[config.mk]
export PLATFORM = sky130hd
export DESIGN_NAME = ctpc_ram
export DESIGN_NICKNAME = d
export VERILOG_FILES = /design/src/hdl/ctpc_ram.sv
export SDC_FILE = /design/constraint.sdc
export NUM_CORES = 2
export LEC_CHECK = 0
export BUFFER_PORTS_ARGS = -buffer_cell sky130_fd_sc_hd__buf_2
export CAP_MARGIN = 0
export CORE_UTILIZATION = 37
export DETAILED_ROUTE_END_ITERATION = 10
export PLACE_DENSITY_LB_ADDON = 0.12
export SYNTH_ARGS = -nofsm -noshare
export SYNTH_HDL_FRONTEND = slang
export SYNTH_SLANG_ARGS = --single-unit
[constraint.sdc]
create_clock -name i_clk -period 1.95 [get_ports i_clk]
set_input_delay 0.0975 -clock i_clk [delete_from_list [all_inputs] [get_ports i_clk]]
set_output_delay 0.0975 -clock i_clk [all_outputs]
set_load 0.02 [all_outputs]
[src/hdl/ctpc_ram.sv]
// ctpc_ram: generic memory, one write port and two registered read ports
// standalone, no package needed

module ctpc_ram #(
    parameter int WIDTH = 8,
    parameter int DEPTH = 256
) (
    input  logic                     i_clk,
    input  logic                     i_we,
    input  logic [$clog2(DEPTH)-1:0] i_waddr,
    input  logic [WIDTH-1:0]         i_wdata,
    input  logic [$clog2(DEPTH)-1:0] i_raddr_a,
    input  logic [$clog2(DEPTH)-1:0] i_raddr_b,
    output logic [WIDTH-1:0]         o_rdata_a,
    output logic [WIDTH-1:0]         o_rdata_b
);

    logic [WIDTH-1:0] r_mem [DEPTH];
    logic [WIDTH-1:0] r_rdata_a;
    logic [WIDTH-1:0] r_rdata_b;

    always_ff @(posedge i_clk) begin
        if (i_we) begin
            r_mem[i_waddr] <= i_wdata;
        end
        r_rdata_a <= r_mem[i_raddr_a];
        r_rdata_b <= r_mem[i_raddr_b];
    end

    assign o_rdata_a = r_rdata_a;
    assign o_rdata_b = r_rdata_b;

endmodule

==> results.json <==
{
  "outcome": "complete, but fails checks",
  "violations": "setup timing",
  "power_frac_clock": 0.417,
  "ys_async_sr_fraction": 0,
  "reg2reg_slack_ns": -0.41,
  "final_area_um2": 120000,
  "synth_top_family_by_area": "multiplexers",
  "vias_per_cell": 5.99,
  "place_area_um2": 112000,
  "tns_ns": -5.65,
  "seqCellArea_um2": 61800,
  "yosys.area_share.simple": 0.0270,
  "worst_slew_pin_slew_ns": 0.978,
  "clock_skew_ns": 0.0794,
  "avgSynthCellArea_um2": 20.0,
  "hp-class": "primary input to flip-flop",
  "die_area_um2": 264000,
  "wirelength_um": 350000,
  "dpl.hpwl_um": 250000,
  "ys_seq_area_frac": 0.637,
  "hold_start": "i_waddr[4]",
  "power_uw": 102000,
  "path_cells": "mux4_2, mux4_2, mux2i_2, o21ai_1, buf_4, o211ai_1, a221oi_2",
  "vias": 58100,
  "io_buffers": 49,
  "fin_crit_ns": 2.36,
  "rsz0062_at_grt": "true",
  "synthXorXnorAreaFrac": 0,
  "p_per_area_nw_per_um2": 856,
  "crit_required_ns": 2.73,
  "antenna_found_initial": 25,
  "slowest_stage": "mux4_2",
  "clk_pin_slew_ns": 0.07,
  "grt_first_pass_wirelength_um": 483000,
  "h-tree-depth": 4,
  "place_congestion": 0.893,
  "max_freq_mhz": 424,
  "dieWidth_um": 514,
  "grt_pass1_vias": 59000,
  "finalNonFillerCells": 9695,
  "postLayoutCoreUtil": 0.460,
  "hold_viol": 0,
  "ys_ff_latch": 2064,
  "mostFrequentLayoutCells": "edfxtp_1 (2,048), mux4_2 (1,051), buf_4 (1,024), nor2_1 (296), mux2i_1 (232)",
  "r2r_end": "o_rdata_b[0]",
  "crit_path_start": "r_mem[119][0]",
  "reg2reg_from": "r_mem[119][0]",
  "synthAdderAreaFrac": 0,
  "syn_area_um2": 97000,
  "grt_max_degree": 82,
  "clk_latency_ns": 0.91,
  "maxSlewViolCount": 0,
  "ant_nets": 0,
  "crit_cells": 7,
  "maxCapViolations": 0,
  "worstRegToRegCells": 7,
  "netlist_instances": 4847,
  "dp.cells": 9258,
  "gr-total-overflow": 0,
  "io_pins": 50,
  "synth_fp_nets": 4881,
  "crit_family": "multiplexers",
  "drc_errors": 0,
  "peakVddDrop_uv": 1110,
  "switchingPower_uw": 24600,
  "synth_edf_count": 2048,
  "endpoint_kind": "flip-flop",
  "synth-compound-area-share": 0.0354,
  "setup_viol": 16,
  "setup_slack_ns": -0.408,
  "cts-root-buf": "clkbuf_16",
  "die_h_um": 514,
  "multi_input_comb_area_um2": 33300,
  "ctsLongestPathBuffers": 3,
  "cpPeakStageDelay_ns": 0.56,
  "area_growth_pct": 23.4,
  "final_common_cell": "edfxtp_1",
  "wire_per_inst_um": 36.1,
  "initial_core_util": 0.373,
  "cts_tree": "done",
  "p_comb_frac": 0.103,
  "fin_crit_sh": 1.21,
  "worstSetupStartpointType": "flip-flop",
  "drt_pass1_iterations": 7,
  "p_int_uw": 77700,
  "final_nets": 6033,
  "pwr-share-seq": 0.480,
  "grt_use_total": 0.266,
  "numCtsBuffers": 226,
  "cp_max_fo": 2,
  "rows": 187,
  "synth_cell_types": 65,
  "clock-sinks": 2064,
  "first_iter_violations": 7605,
  "max-slew-margin-rel": 0.348,
  "leakage_uw": 0.0397,
  "worstSetupPathType": "flip-flop to flip-flop",
  "drive_gt1_frac": 0.462,
  "crit_buf_inv": 1,
  "synth_ff_type": "edfxtp_1",
  "switching_share": 0.241,
  "critPathArrivalTime_ns": 3.14,
  "fillers": 22200,
  "cpMostUsedCell": "mux4_2",
  "yosysWarningCount": 0,
  "synthMuxAreaShare": 0.273,
  "core_um2": 260000,
  "timing.critical_path.to": "o_rdata_b[0]"
}
[stage by stage]
step                      worst slack, ns  hold WS, ns
after floorplan                   -0.0630        0.196
after global placement              -1.71        0.501
after detailed placement            -1.70        0.507
after CTS                          -0.435      0.00413
after global routing               -0.459       0.0685
final                              -0.408       0.0733
[repair_timing]
| item | CTS | global route |
|---|---|---|
| setup endpoints to repair | 17 | 16 |
| hold buffers | 11 | 0 |
| endpoints found under the hold margin | 1902 | 0 |
| pin swaps | 36 | 23 |
| gates resized for setup | 110 | 31 |
| setup buffers | 4 | 5 |
[kinds of logic after synthesis]
group           after synthesis
compound gates              466
simple gates                591
flops                      2064
mux                        1325
buf+inv                     401
[sequential cells by signal, indices dropped and copies added (netlist names)]
name	flops
o_rdata_b	8
r_mem	2048
o_rdata_a	8
[worst register-to-register path, cell delays in order (launching register included)]
cell and delay, ns:
edfxtp_1 0.39, mux4_2 0.50, mux4_2 0.56, mux2i_2 0.21, o21ai_1 0.08, buf_4 0.16, o211ai_1 0.29, a221oi_2 0.05
[cell type report]
| cell class | instances | share of cell area |
|---|---|---|
| clock inverter | 153 | 0.0119 |
| multi-input combinational | 2382 | 0.278 |
| timing repair buffer | 1319 | 0.107 |
| tap | 3496 | 0.0366 |
| sequential | 2064 | 0.517 |
| clock buffer | 265 | 0.0490 |
| antenna | 10 | 0.000209 |
| inverter | 6 | 0.000220 |
[cells in the mapped netlist, drive strengths merged (22+ instances only)]
cell	n	area, um^2
clkbuf	137	514
mux4	1051	23700
mux2i	236	2360
mux2	38	428
nand2	114	428
a22o	22	193
a21oi	79	395
nor2b	27	169
a221oi	37	355
o221ai	67	599
a211oi	28	210
nor2	299	1120
buf	258	2110
nand3	52	260
a22oi	62	465
edfxtp	2048	61500
o21ai	37	185
o22ai	48	300
[how the worst min path moves through the flow]
stage               endpoint  slack, ns  cells past startpoint
4_1_cts        r_mem[185][6]      0.004                      5
2_1_floorplan    r_mem[0][0]       0.20                      0
3_5_place_dp   r_mem[144][4]       0.51                      1
5_1_grt        r_mem[185][6]       0.07                      5
6_report       r_mem[185][7]       0.07                      5
3_3_place_gp   r_mem[142][4]       0.50                      1
[metal layers]
metal,GRT usage,share of wire,vias up,wire (um)
met5,0,0.00016,-,55
met4,0.0835,0.031,8,10900
met3,0.0527,0.082,449,28900
met2,0.421,0.47,2579,165000
met1,0.370,0.41,31700,145000
li1,-,-,23400,-
[power groups by stage]
stage / registers (uW) / clock network (uW) / logic (uW)
finish: 49100 / 42600 / 10600
global route: 49100 / 44900 / 11000
CTS: 49100 / 43400 / 10500
detailed placement: 50100 / 0 / 10400
global placement: 50100 / 0 / 10300
floorplan: 50000 / 0 / 4930
Note: power is estimated with default switching activity, not from simulation.
